**src/rtl/core/hlpc_pkg.sv**
```systemverilog
// Shared types and constants for the Hessian line point classifier.
// No dependencies; used by every module under rtl/core.
package hlpc_pkg;

    localparam int FRAC_BITS   = 8;
    localparam int MAX_ROWS    = 2048;
    localparam int MAX_COLS    = 2048;
    localparam int NORMAL_BITS = 10;   // normal components kept below 2**NORMAL_BITS
    localparam int SQ_STEPS    = 25;   // root bits of a 50-bit radicand
    localparam int DIV_STEPS   = 10;   // quotient bits of the offset divide

    localparam logic [8:0]  OFFSET_LIMIT_RESET = 9'd128;
    localparam logic [23:0] STRENGTH_MAX       = 24'hFFFFFF;

    typedef struct packed {
        logic signed [23:0] grad_x;
        logic signed [23:0] grad_y;
        logic signed [23:0] hess_xx;
        logic signed [23:0] hess_xy;
        logic signed [23:0] hess_yy;
        logic        [10:0] pixel_row;
        logic        [10:0] pixel_col;
    } t_in_item;

    typedef struct packed {
        logic               line_found;
        logic        [23:0] strength;
        logic signed [19:0] sub_x;
        logic signed [19:0] sub_y;
    } t_out_item;

    // Carried alongside the square root pipeline.
    typedef struct packed {
        logic signed [24:0] d;       // hyy - hxx
        logic signed [24:0] sum;     // hxx + hyy
        logic signed [23:0] h;
        logic signed [23:0] gx;
        logic signed [23:0] gy;
        logic        [10:0] row;
        logic        [10:0] col;
        logic               in_frame;
    } t_sqrt_side;

    // Carried alongside the divider.
    typedef struct packed {
        logic        ok;
        logic [23:0] strength;
        logic [10:0] row;
        logic [10:0] col;
        logic        neg_x;
        logic        neg_y;
    } t_div_side;

endpackage

```
**src/rtl/core/hlpc_front.sv**
```systemverilog
// Front stages: difference, sum and radicand D^2 + 4 hxy^2.
// Depends on hlpc_pkg.
module hlpc_front (
    input  logic                i_clk,
    input  logic                i_rst_n,
    input  logic                i_en,
    input  logic                i_valid,
    input  hlpc_pkg::t_in_item  i_item,
    output logic                o_valid,
    output logic [49:0]         o_r2,
    output hlpc_pkg::t_sqrt_side o_side
);

    logic                 r_v1, r_v2;
    hlpc_pkg::t_sqrt_side r_side1, r_side2;
    logic [49:0]          r_r2;

    logic signed [49:0]   w_dsq;
    logic signed [47:0]   w_hsq;
    hlpc_pkg::t_sqrt_side n_side1;

    always_comb begin
        n_side1.d   = $signed({i_item.hess_yy[23], i_item.hess_yy})
                    - $signed({i_item.hess_xx[23], i_item.hess_xx});
        n_side1.sum = $signed({i_item.hess_yy[23], i_item.hess_yy})
                    + $signed({i_item.hess_xx[23], i_item.hess_xx});
        n_side1.h   = i_item.hess_xy;
        n_side1.gx  = i_item.grad_x;
        n_side1.gy  = i_item.grad_y;
        n_side1.row = i_item.pixel_row;
        n_side1.col = i_item.pixel_col;
        n_side1.in_frame = ({3'b000, i_item.pixel_row} < 14'(hlpc_pkg::MAX_ROWS))
                        && ({3'b000, i_item.pixel_col} < 14'(hlpc_pkg::MAX_COLS));
    end

    assign w_dsq = r_side1.d * r_side1.d;
    assign w_hsq = r_side1.h * r_side1.h;

    always_ff @(posedge i_clk) begin
        if (!i_rst_n) begin
            r_v1 <= 1'b0;
            r_v2 <= 1'b0;
        end else if (i_en) begin
            r_v1 <= i_valid;
            r_v2 <= r_v1;
        end
    end

    always_ff @(posedge i_clk) begin
        if (i_en) begin
            r_side1 <= n_side1;
            r_side2 <= r_side1;
            r_r2    <= $unsigned(w_dsq) + {w_hsq, 2'b00};
        end
    end

    assign o_valid = r_v2;
    assign o_r2    = r_r2;
    assign o_side  = r_side2;

endmodule

```
**config.mk**
```make
export PLATFORM = sky130hd
export DESIGN_NAME = hlpc_front
export DESIGN_NICKNAME = d
export VERILOG_FILES = /design/src/rtl/core/hlpc_pkg.sv /design/src/rtl/core/hlpc_front.sv
export SDC_FILE = /design/constraint.sdc
export NUM_CORES = 2
export LEC_CHECK = 0
export ABC_AREA = 0
export BUFFER_PORTS_ARGS = -buffer_cell sky130_fd_sc_hd__buf_2
export CAP_MARGIN = 20
export CORE_MARGIN = 3
export CORE_UTILIZATION = 64
export CTS_CLUSTER_DIAMETER = 120
export DETAILED_ROUTE_END_ITERATION = 6
export GPL_TIMING_DRIVEN = 0
export PLACE_DENSITY = 0.89
export SYNTH_ARGS = -nofsm -noshare
export SYNTH_HDL_FRONTEND = slang
export SYNTH_SLANG_ARGS = --single-unit
```
**constraint.sdc**
```tcl
create_clock -name i_clk -period 16.4 [get_ports i_clk]
set_clock_uncertainty 0.15 [all_clocks]
set_input_delay 2.46 -clock i_clk [delete_from_list [all_inputs] [get_ports i_clk]]
set_output_delay 2.46 -clock i_clk [all_outputs]
set_load 0.005 [all_outputs]
```
==> flow_summary_export.csv <==
group,metric,value,unit
run_status,outcome,"finished with violations",
run_status,violations,"design-rule violations",
route,drt_iter0_drc,2946,
die,design.core.area,82600,um2
route,finalWirelength,137000,um
setup_path,critPathCaptureType,"flop",
global_route,grt_max_degree,131,
setup_path,cp-start-kind,"flop",
global_route,antenna_found_initial,4,
clock_tree,cts_max_level,2,
setup_path,crit_type,"flop to flop",
route,vias_per_cell,5.65,
route,antenna_left,0,
timing,period_minus_slack,15.15,ns
clock_tree,cts_buffer_depth,3,
synth,ys_seq_area_share,18.7,%
setup_path,max_stage_delay,0.75,ns
setup_path,crit_slowest_cell,"clkbuf_1",
synth,synth_edf_count,334,
timing,worst_pin_slew,0.992,ns
final_layout,area_growth,8.27,%
clock_tree,postCtsHoldBufs,0,
global_route,grt_pass1_vias,41000,
synth,synthArstFlopShare,0,%
timing,slew-limit-headroom,33.1,%
job,maxCapViolCount,0,
route,detailroute.via_count,36700,
timing,finalHoldViolCount,0,
global_route,grt_remaining_overflow,0,
hold_path,min_path_type,"flop to flop",
final_layout,fin_area,58200,um2
synth,syn_nets,6749,
clock_tree,cts_resized,0,
setup_path,r2r_cells,43,
clock_tree,cts-root-buf,"clkbuf_16",
setup_path,cp_common_cell,"fa_1",
synth,synth_warnings,0,
setup_path,cp_num_buf_inv,10,
setup_path,cp.depth,43,
route,drcViolationCount,1,
clock_tree,clk_pin_slew,0.06,ns
die,rows,105,
clock_tree,clk_latency,0.58,ns
final_layout,drive_gt1_share,8.01,%
synth,synth_cell_type_count,83,
timing,fin_tns_setup,0,ns
route,post_drt_wl_per_cell,21.1,um
timing,timing.fmax,66.0,MHz
clock_tree,cts_setup_buffers,0,
synth,avgSynthCellArea,10.7,um2
final_layout,nets,7131,
die,die_h,296,um
die,start_util,65.1,%
die,die_x,296,um
setup_path,crit_required,16.57,ns
timing,holdWs,0.264,ns
global_route,track_usage,32.8,%
setup_path,critical-path-top-delay-family,"adder cells",
setup_path,crit_path_max_fanout,10,
timing,post-route-period-util,92.4,%
clock_tree,cts_sinks,336,
setup_path,worstPathArrival,15.31,ns
route,drtPass1Iterations,7,
die,io_pins,342,
die,dieArea,87600,um2
place,place_area,56900,um2
timing,finalSetupViolCount,0,
synth,ys.flop_type,"edfxtp_1",
synth,ys_seq_elements,336,
clock_tree,cts_tree,"done",
timing,rsz0062_at_grt,"no",
global_route,grt_pass1_wl,217000,um
hold_path,holdPathStages,0,
place,hpwl,114000,um
clock_tree,cts-buffers-inserted,38,
place,io_buffer_count,339,
synth,synth_cells,5009,
place,gp_congestion,1.07,
synth,syn_area,53800,um2
timing,slew_violations,0,
## cell usage in the layout (no fill, tap or decap), types with 6 or more instances in the layout
master        n
a211oi_1     16
diode_2       6
ha_1        368
o211ai_1     12
nor2b_1      40
and3_1       11
o21ai_0      58
or2_2         7
o21ai_1       6
xor2_1       44
buf_2       342
a31oi_1      11
fa_1       1226
o21a_1       18
nand3_1      25
a21oi_1     131
or3_1         8
a221o_1       6
o21bai_1     23
inv_1      1432
clkbuf_1    138
edfxtp_1    334
a211o_1       7
xnor2_1     124
nor3_1       31
clkbuf_16    39
and2_1      241
a21o_1       39
nand2_1     370
nor2_1      139
bufinv_16     7
clkinv_1      7
nand4_1       8
nand2b_1     37
## sequential cells by signal, indices dropped and copies added, names as in the netlist
signal and count:
o_r2 48, o_side 143, o_valid 1, r_side1 143, r_v1 1
## layout make-up
| cell class | count | area, um2 |
|---|---|---|
| diodes | 6 | 15.0 |
| plain buffers | 142 | 553 |
| clock buffers | 44 | 995 |
| clock inverters | 25 | 325 |
| fillers | 5692 | 24400 |
| inverters | 1437 | 5390 |
| multi-input cells | 3094 | 37800 |
| flip-flops and latches | 336 | 10100 |
| well taps | 1070 | 1340 |
| repair buffers | 342 | 1780 |
## per-layer routing
metal | vias up | share of wire [%] | track usage (%) | wire length, um
li1 | 15700 | - | - | -
met1 | 18400 | 34 | 39.2 | 46200
met2 | 2073 | 48 | 54.1 | 65800
met3 | 594 | 11 | 9.42 | 15600
met4 | 2 | 6.8 | 17.6 | 9370
met5 | - | 0.040 | 0.379 | 55
## Yosys cell counts, types with 7 or more instances
| master | number | area [um2] |
|---|---|---|
| inv_1 | 1432 | 5380 |
| fa_1 | 1226 | 24500 |
| nand2_1 | 370 | 1390 |
| ha_1 | 368 | 4600 |
| edfxtp_1 | 334 | 10000 |
| and2_1 | 241 | 1510 |
| nor2_1 | 139 | 522 |
| clkbuf_1 | 133 | 499 |
| a21oi_1 | 131 | 656 |
| xnor2_1 | 124 | 1090 |
| o21ai_0 | 58 | 290 |
| xor2_1 | 44 | 385 |
| nor2b_1 | 40 | 250 |
| a21o_1 | 39 | 293 |
| nand2b_1 | 37 | 231 |
| nor3_1 | 31 | 155 |
| nand3_1 | 25 | 125 |
| o21bai_1 | 23 | 173 |
| o21a_1 | 18 | 135 |
| a211oi_1 | 16 | 120 |
| o211ai_1 | 12 | 90.1 |
| a31oi_1 | 11 | 68.8 |
| and3_1 | 11 | 68.8 |
| nand4_1 | 8 | 50.1 |
| or3_1 | 8 | 50.1 |
| a211o_1 | 7 | 61.3 |
| or2_2 | 7 | 43.8 |
## logic make-up after synthesis
kind of cell             Yosys count  share of synthesized area [%]
XOR/XNOR                         169                           2.78
multiplexers                       7                          0.137
flip-flops                       336                           18.7
AND/OR/NAND/NOR                  938                           8.48
buffers and inverters           1579                           11.1
AO/OA/AOI/OAI                    384                           4.64
other                              2                         0.0140
adder cells (fa/ha/maj)         1594                           54.2
## worst paths after layout
kind | from | to | slack (ns)
max reg2reg | r_side1[90] | o_r2[49] | 1.25
max | r_side1[90] | o_r2[49] | 1.25
min reg2reg | r_side1[113] | o_side[113] | 0.26
min | r_side1[113] | o_side[113] | 0.26
## stage by stage
| step | utilization (%) | setup WS (ns) | instances |
|---|---|---|---|
| global placement | 68.8 | 1.69 | 6418 |
| CTS | 70.4 | 1.56 | 6489 |
| floorplan | - | 4.37 | 5009 |
| global route | 70.5 | 0.687 | 6490 |
| finish | 70.5 | 1.25 | 6496 |
| detailed placement | 68.8 | 1.63 | 6420 |
Power is left out: the tool's default activity adds up to more than one toggle a clock period on the data nets, which glitch-free logic cannot reach.
