$ cat config.mk
export PLATFORM = sky130hd
export DESIGN_NAME = hlpc_div
export DESIGN_NICKNAME = d
export VERILOG_FILES = /design/src/rtl/core/hlpc_pkg.sv /design/src/rtl/core/hlpc_div.sv
export SDC_FILE = /design/constraint.sdc
export NUM_CORES = 2
export LEC_CHECK = 0
export BUFFER_PORTS_ARGS = -buffer_cell sky130_fd_sc_hd__buf_2
export CORE_ASPECT_RATIO = 0.75
export CORE_MARGIN = 2
export CORE_UTILIZATION = 40
export CTS_CLUSTER_DIAMETER = 30
export CTS_CLUSTER_SIZE = 14
export DETAILED_ROUTE_END_ITERATION = 8
export GPL_TIMING_DRIVEN = 0
export HOLD_SLACK_MARGIN = 0.08
export PLACE_DENSITY = 0.64
export SYNTH_ARGS = -nofsm -noshare
export SYNTH_HDL_FRONTEND = slang
export SYNTH_SLANG_ARGS = --single-unit
$ cat constraint.sdc
create_clock -name i_clk -period 3.8 [get_ports i_clk]
set_input_delay 0.38 -clock i_clk [delete_from_list [all_inputs] [get_ports i_clk]]
set_output_delay 0.38 -clock i_clk [all_outputs]
set_load 0.05 [all_outputs]
$ cat src/rtl/core/hlpc_pkg.sv
// Shared types and constants for the Hessian line point classifier.
// No dependencies; used by every module under rtl/core.
package hlpc_pkg;

    localparam int FRAC_BITS   = 8;
    localparam int MAX_ROWS    = 2048;
    localparam int MAX_COLS    = 2048;
    localparam int NORMAL_BITS = 10;   // normal components kept below 2**NORMAL_BITS
    localparam int SQ_STEPS    = 25;   // root bits of a 50-bit radicand
    localparam int DIV_STEPS   = 10;   // quotient bits of the offset divide

    localparam logic [8:0]  OFFSET_LIMIT_RESET = 9'd128;
    localparam logic [23:0] STRENGTH_MAX       = 24'hFFFFFF;

    typedef struct packed {
        logic signed [23:0] grad_x;
        logic signed [23:0] grad_y;
        logic signed [23:0] hess_xx;
        logic signed [23:0] hess_xy;
        logic signed [23:0] hess_yy;
        logic        [10:0] pixel_row;
        logic        [10:0] pixel_col;
    } t_in_item;

    typedef struct packed {
        logic               line_found;
        logic        [23:0] strength;
        logic signed [19:0] sub_x;
        logic signed [19:0] sub_y;
    } t_out_item;

    // Carried alongside the square root pipeline.
    typedef struct packed {
        logic signed [24:0] d;       // hyy - hxx
        logic signed [24:0] sum;     // hxx + hyy
        logic signed [23:0] h;
        logic signed [23:0] gx;
        logic signed [23:0] gy;
        logic        [10:0] row;
        logic        [10:0] col;
        logic               in_frame;
    } t_sqrt_side;

    // Carried alongside the divider.
    typedef struct packed {
        logic        ok;
        logic [23:0] strength;
        logic [10:0] row;
        logic [10:0] col;
        logic        neg_x;
        logic        neg_y;
    } t_div_side;

endpackage

$ cat src/rtl/core/hlpc_div.sv
// Two-lane pipelined restoring divider, one quotient bit per stage.
// Depends on hlpc_pkg.
module hlpc_div (
    input  logic                i_clk,
    input  logic                i_rst_n,
    input  logic                i_en,
    input  logic                i_valid,
    input  logic [54:0]         i_num_x,
    input  logic [54:0]         i_num_y,
    input  logic [47:0]         i_d2,
    input  hlpc_pkg::t_div_side i_side,
    output logic                o_valid,
    output logic [9:0]          o_q_x,
    output logic [9:0]          o_q_y,
    output hlpc_pkg::t_div_side o_side
);

    localparam int N = hlpc_pkg::DIV_STEPS;

    logic                r_v    [N];
    logic [57:0]         r_rx   [N];
    logic [57:0]         r_ry   [N];
    logic [9:0]          r_qx   [N];
    logic [9:0]          r_qy   [N];
    logic [47:0]         r_d2   [N];
    hlpc_pkg::t_div_side r_side [N];

    for (genvar k = 0; k < N; k++) begin : g_step
        logic                w_v;
        logic [57:0]         w_rx, w_ry, w_cmp;
        logic [9:0]          w_qx, w_qy;
        logic [47:0]         w_d2;
        hlpc_pkg::t_div_side w_side;

        if (k == 0) begin : g_first
            assign w_v    = i_valid;
            assign w_rx   = {3'b000, i_num_x};
            assign w_ry   = {3'b000, i_num_y};
            assign w_qx   = '0;
            assign w_qy   = '0;
            assign w_d2   = i_d2;
            assign w_side = i_side;
        end else begin : g_next
            assign w_v    = r_v[k-1];
            assign w_rx   = r_rx[k-1];
            assign w_ry   = r_ry[k-1];
            assign w_qx   = r_qx[k-1];
            assign w_qy   = r_qy[k-1];
            assign w_d2   = r_d2[k-1];
            assign w_side = r_side[k-1];
        end

        assign w_cmp = {10'd0, w_d2} << (N - 1 - k);

        always_ff @(posedge i_clk) begin
            if (!i_rst_n) begin
                r_v[k] <= 1'b0;
            end else if (i_en) begin
                r_v[k] <= w_v;
            end
        end

        always_ff @(posedge i_clk) begin
            if (i_en) begin
                r_d2[k]   <= w_d2;
                r_side[k] <= w_side;
                r_rx[k]   <= (w_rx >= w_cmp) ? w_rx - w_cmp : w_rx;
                r_ry[k]   <= (w_ry >= w_cmp) ? w_ry - w_cmp : w_ry;
                r_qx[k]   <= {w_qx[8:0], w_rx >= w_cmp};
                r_qy[k]   <= {w_qy[8:0], w_ry >= w_cmp};
            end
        end
    end

    assign o_valid = r_v[N-1];
    assign o_q_x   = r_qx[N-1];
    assign o_q_y   = r_qy[N-1];
    assign o_side  = r_side[N-1];

endmodule

==> results by stage <==
Clocking:
- The clock input transition at the sequential cells of the worst setup and hold paths is 0.05 ns.
- CTS placed an instance of sky130_fd_sc_hd__clkbuf_16 at the clock tree root.
- TritonCTS built the clock tree.
- Clock tree synthesis found a total of 2086 sinks.
- CTS built an H-tree with a depth of 5.
- The clock passes through at most 4 buffers.
- In this run, CTS created clock tree buffers numbering 376.
- The later-pin clock latency in the skew report is 0.93 ns.

Critical path:
- The worst reg2reg path startpoint is r_d2[6][0].
- For flop-to-flop paths, the worst setup slack is -0.41 ns.
- Along the worst path, the maximum fanout reaches 3.
- The length in cells of the worst reg-to-reg path is 16.
- The endpoint identified for the worst register-to-register timing path is r_ry[7][54].
- The worst setup path is of the reg -> reg kind.
- The kind of launch point of the worst setup path is a flip-flop.
- The most critical setup path has its startpoint at r_d2[6][0].
- The worst setup path is captured at a flip-flop.
- The required time at the endpoint of the critical path is 4.38 ns.
- The worst path arrival time is 4.78 ns.

Timing:
- After layout, the minimum clock period comes to 4.21 ns.
- The worst-case clock skew is 0.0930 ns.
- The final count of pins violating max slew is 0.
- The transition time at the pin with the least slew margin is 1.02 ns.
- Setup violations remaining at the end of the flow were counted as 330.
- Static timing analysis puts the maximum clock frequency at 238 MHz.
- The number of endpoints with negative hold slack in the final report is 0.
- The relative max-transition margin is 32.0%.
- The fraction of the cycle the final worst path needs is 111%.
- Setup repair after global routing could not meet its margin everywhere.
- The least setup slack across all paths after layout is -0.406 ns.

Placed design:
- Routability-driven placement finished with a final weighted congestion of 0.934.
- In this run, placement finished with an instance count of 16300.
- In this run the tool buffered the top-level ports with 280 buffer cells.
- The cell area after placement is 133000 µm².
- The detailed placement HPWL is 307000 µm.

Synthesis:
- In this run, synthesis inferred 2085 flip-flops with an integrated enable.
- For this run, the number of Yosys warnings is 0.
- Synthesis produced 11900 cells.
- After synthesis, flip-flops and latches occupy 49.8% of the total area.
- Among all cell types in the netlist, the one instantiated most often is sky130_fd_sc_hd__edfxtp_1.
- The share of async-settable or async-resettable flops after synthesis is 0%.
- The count of cell types in the netlist is 105.
- The most used flip-flop cell after synthesis is sky130_fd_sc_hd__edfxtp_1.
- The synthesized design contains 2086 register bits.
- The synthesized net count is 13100.
- The commonest cells after synthesis are sky130_fd_sc_hd__edfxtp_1, sky130_fd_sc_hd__a21oi_1, sky130_fd_sc_hd__ha_1, sky130_fd_sc_hd__nand2_1, sky130_fd_sc_hd__nor2_1.
- The combined area of all synthesized cells is 126000 µm².
- The per-instance average area after synthesis is 10.6 µm².
- The fraction of synthesized cell area taken by the top area cell type is 49.8%.
- sky130_fd_sc_hd__edfxtp_1 takes more of the synthesized area than any other cell.
- Sorting the synthesized cells by area gives the leading types as sky130_fd_sc_hd__edfxtp_1, sky130_fd_sc_hd__ha_1, sky130_fd_sc_hd__a21oi_1.

Global route:
- The layer flagged by global routing as most heavily used is met2.
- The initial antenna violation count is 3.
- Entering global routing, the biggest net connects 174 pins.
- Global routing consumed, on the met3 layer, 2.39% of the routing resources.
- The number of global-route vias before repair is 94400.
- The met2 usage is 38.6%.
- In the global route stage, met1 resource usage came out at 32.2%.
- The aggregate global-route resource usage is 24.1%.
- The first global-routing pass estimated 582000 µm of wire.
- The aggregate global routing overflow is 0.

Pwr:
- The analysis attributes to cell leakage a power of 64.6 nW.
- The areal power density over the cells is 786 nW/µm².
- After layout, the design draws a total of 128 mW.
- VDD sags by at most 0.000463 V.

Drt:
- In the routed design, unresolved DRC markers number 0.
- Before antenna repair, the detailed router went through 6 iterations.
- The remaining antenna violation count is 0.
- Summed over all layers, the routed wires come to 406000 µm.
- The vias per cell is 5.49.
- After the first detailed-routing iteration, the DRC count stood at 7750.
- The wire length per cell is 22.9 µm.
- The routed via count is 97300.

Run:
- Max-cap violations in this run came to 0.

Floorplan:
- The area of the placeable core is 313000 µm².
- The floorplan die area is 319000 µm².
- After floorplanning, the core was divided into 178 placement rows.
- The starting density of the core is 40.2%.
- The count of pins on the block boundary is 281.
- From bottom edge to top edge, the die measures 490 µm.
- The die is 651 µm wide.

Min path:
- For hold timing, the worst endpoint is r_rx[8][0].
- The depth of the worst hold-timing path is 2.
- The source of the worst hold timing path is i_en.
- The tightest min-delay check is of the in -> reg type.

Final layout:
- The area growth from synthesis to final layout is 29.5%.
- Summing all non-filler instances in the final layout gives an area of 163000 µm².
- The number of nets in the final layout is 14500.
- Excluding fillers, the count of instances in the completed layout stands at 17700.
- In the final layout, the share of cells above drive strength 1 is 23.1%.

Status:
- The checks that failed: negative setup slack.
- The flow ran to the end, but the final reports show violations.
-- cell families after synthesis --
logic type | count (synthesis) | synth area share, %
fa+ha+maj | 974 | 9.80
flops | 2086 | 49.8
simple gates | 2940 | 11.1
mux | 182 | 1.63
buf+inv | 1207 | 3.77
compound gates | 3626 | 17.8
xor+xnor | 875 | 6.09
-- where the power goes --
| part | leakage (nW) | switching [mW] | internal [mW] |
|---|---|---|---|
| clock | 6.23 | 12.1 | 21.6 |
| combinational | 38.1 | 32.5 | 23.8 |
| sequential | 20.3 | 4.66 | 33.3 |
| total | 64.6 | 49.3 | 78.7 |
-- per-stage QoR --
stage | hold slack (ns) | setup WS [ns] | setup TNS, ns | utilization [%]
3_3_place_gp | 0.400 | -30.91 | - | 42.3
2_1_floorplan | 0.400 | 0.0641 | 0 | -
5_1_grt | 0.127 | -0.470 | -94.32 | 52.0
4_1_cts | 0.0901 | -0.419 | -98.59 | 49.7
6_report | 0.148 | -0.406 | -65.82 | 52.0
3_5_place_dp | 0.405 | -2.03 | -1580.29 | 42.4
-- what timing repair did --
action | CTS | global route
gates resized for setup | 1269 | 1186
endpoints found under the setup margin | 1117 | 1076
gates cloned | 22 | 24
pin swaps | 236 | 366
setup buffers | 294 | 259
hold endpoints to repair | 339 | 2
hold buffers | 213 | 1
-- sequential cells by signal (all words and copies together), names as in the netlist --
name	cells
r_side	490
r_v	10
r_qy	55
r_ry	522
r_d2	432
r_rx	522
r_qx	55
-- critical path, stage by stage, from the launching register on --
cell and delay [ns]:
sky130_fd_sc_hd__edfxtp_1 0.41, sky130_fd_sc_hd__buf_6 0.13, sky130_fd_sc_hd__ha_4 0.12, sky130_fd_sc_hd__inv_2 0.04
sky130_fd_sc_hd__fa_2 0.35, sky130_fd_sc_hd__a211oi_2 0.22, sky130_fd_sc_hd__o211ai_1 0.13, sky130_fd_sc_hd__nand3b_1 0.16
sky130_fd_sc_hd__a21boi_2 0.09, sky130_fd_sc_hd__a221o_2 0.42, sky130_fd_sc_hd__a21boi_1 0.38, sky130_fd_sc_hd__nor3_1 0.17
sky130_fd_sc_hd__o21ai_0 0.42, sky130_fd_sc_hd__a21boi_0 0.19, sky130_fd_sc_hd__o21ai_0 0.26, sky130_fd_sc_hd__nand4_1 0.18
sky130_fd_sc_hd__xnor2_2 0.22
-- placed cells by master, fill, tap and decap left out, types with 43 or more instances in the layout --
cell type,n
sky130_fd_sc_hd__o21ai_1,80
sky130_fd_sc_hd__inv_6,53
sky130_fd_sc_hd__nand2_1,841
sky130_fd_sc_hd__nand2b_1,110
sky130_fd_sc_hd__o21ai_2,110
sky130_fd_sc_hd__clkbuf_16,408
sky130_fd_sc_hd__buf_6,89
sky130_fd_sc_hd__o211ai_1,54
sky130_fd_sc_hd__ha_2,51
sky130_fd_sc_hd__a21oi_1,1094
sky130_fd_sc_hd__nand3_1,178
sky130_fd_sc_hd__nor2b_1,94
sky130_fd_sc_hd__buf_2,306
sky130_fd_sc_hd__buf_12,72
sky130_fd_sc_hd__ha_1,828
sky130_fd_sc_hd__nor2_1,674
sky130_fd_sc_hd__a21oi_4,95
sky130_fd_sc_hd__inv_2,55
sky130_fd_sc_hd__and3_1,94
sky130_fd_sc_hd__a21oi_2,178
sky130_fd_sc_hd__a31oi_1,80
sky130_fd_sc_hd__o21bai_1,135
sky130_fd_sc_hd__inv_1,682
sky130_fd_sc_hd__clkbuf_1,231
sky130_fd_sc_hd__nor3_1,100
sky130_fd_sc_hd__nand4_1,247
sky130_fd_sc_hd__a21o_1,551
sky130_fd_sc_hd__nor2_2,71
sky130_fd_sc_hd__xnor2_1,499
sky130_fd_sc_hd__mux2_2,137
sky130_fd_sc_hd__o21a_1,91
sky130_fd_sc_hd__o21ai_0,592
sky130_fd_sc_hd__edfxtp_1,2085
sky130_fd_sc_hd__bufinv_16,45
sky130_fd_sc_hd__buf_4,469
sky130_fd_sc_hd__dlygate4sd3_1,212
sky130_fd_sc_hd__nor2_4,91
sky130_fd_sc_hd__clkinv_2,43
sky130_fd_sc_hd__xor2_1,344
sky130_fd_sc_hd__ha_4,77
-- layer usage --
| layer | vias to the layer above | wire, µm |
|---|---|---|
| met5 | - | 0 |
| met4 | 0 | 26500 |
| met3 | 792 | 17800 |
| met2 | 3000 | 183000 |
| met1 | 46300 | 178000 |
| li1 | 47100 | - |
-- final cells by class --
cell class / instances / area [µm²]
diodes: 3 / 7.51
flip-flops and latches: 2086 / 62600
clock buffers: 406 / 9540
multi-input cells: 8597 / 66500
clock inverters: 281 / 3440
plain buffers: 381 / 2990
well taps: 4140 / 5180
inverters: 741 / 2800
fillers: 27600 / 150000
repair buffers: 1092 / 9740
-- worst max path at each step --
stage	endpoint	slack (ns)	cells past startpoint
after CTS	r_ry[7][40]	-0.42	18
after floorplan	r_ry[7][10]	0.06	17
after detailed placement	r_ry[8][8]	-2.03	13
after global routing	r_rx[5][53]	-0.47	19
final	r_ry[7][54]	-0.41	16
after global placement	r_side[0][12]	-30.91	1
Power figures use the tool's default switching activity.
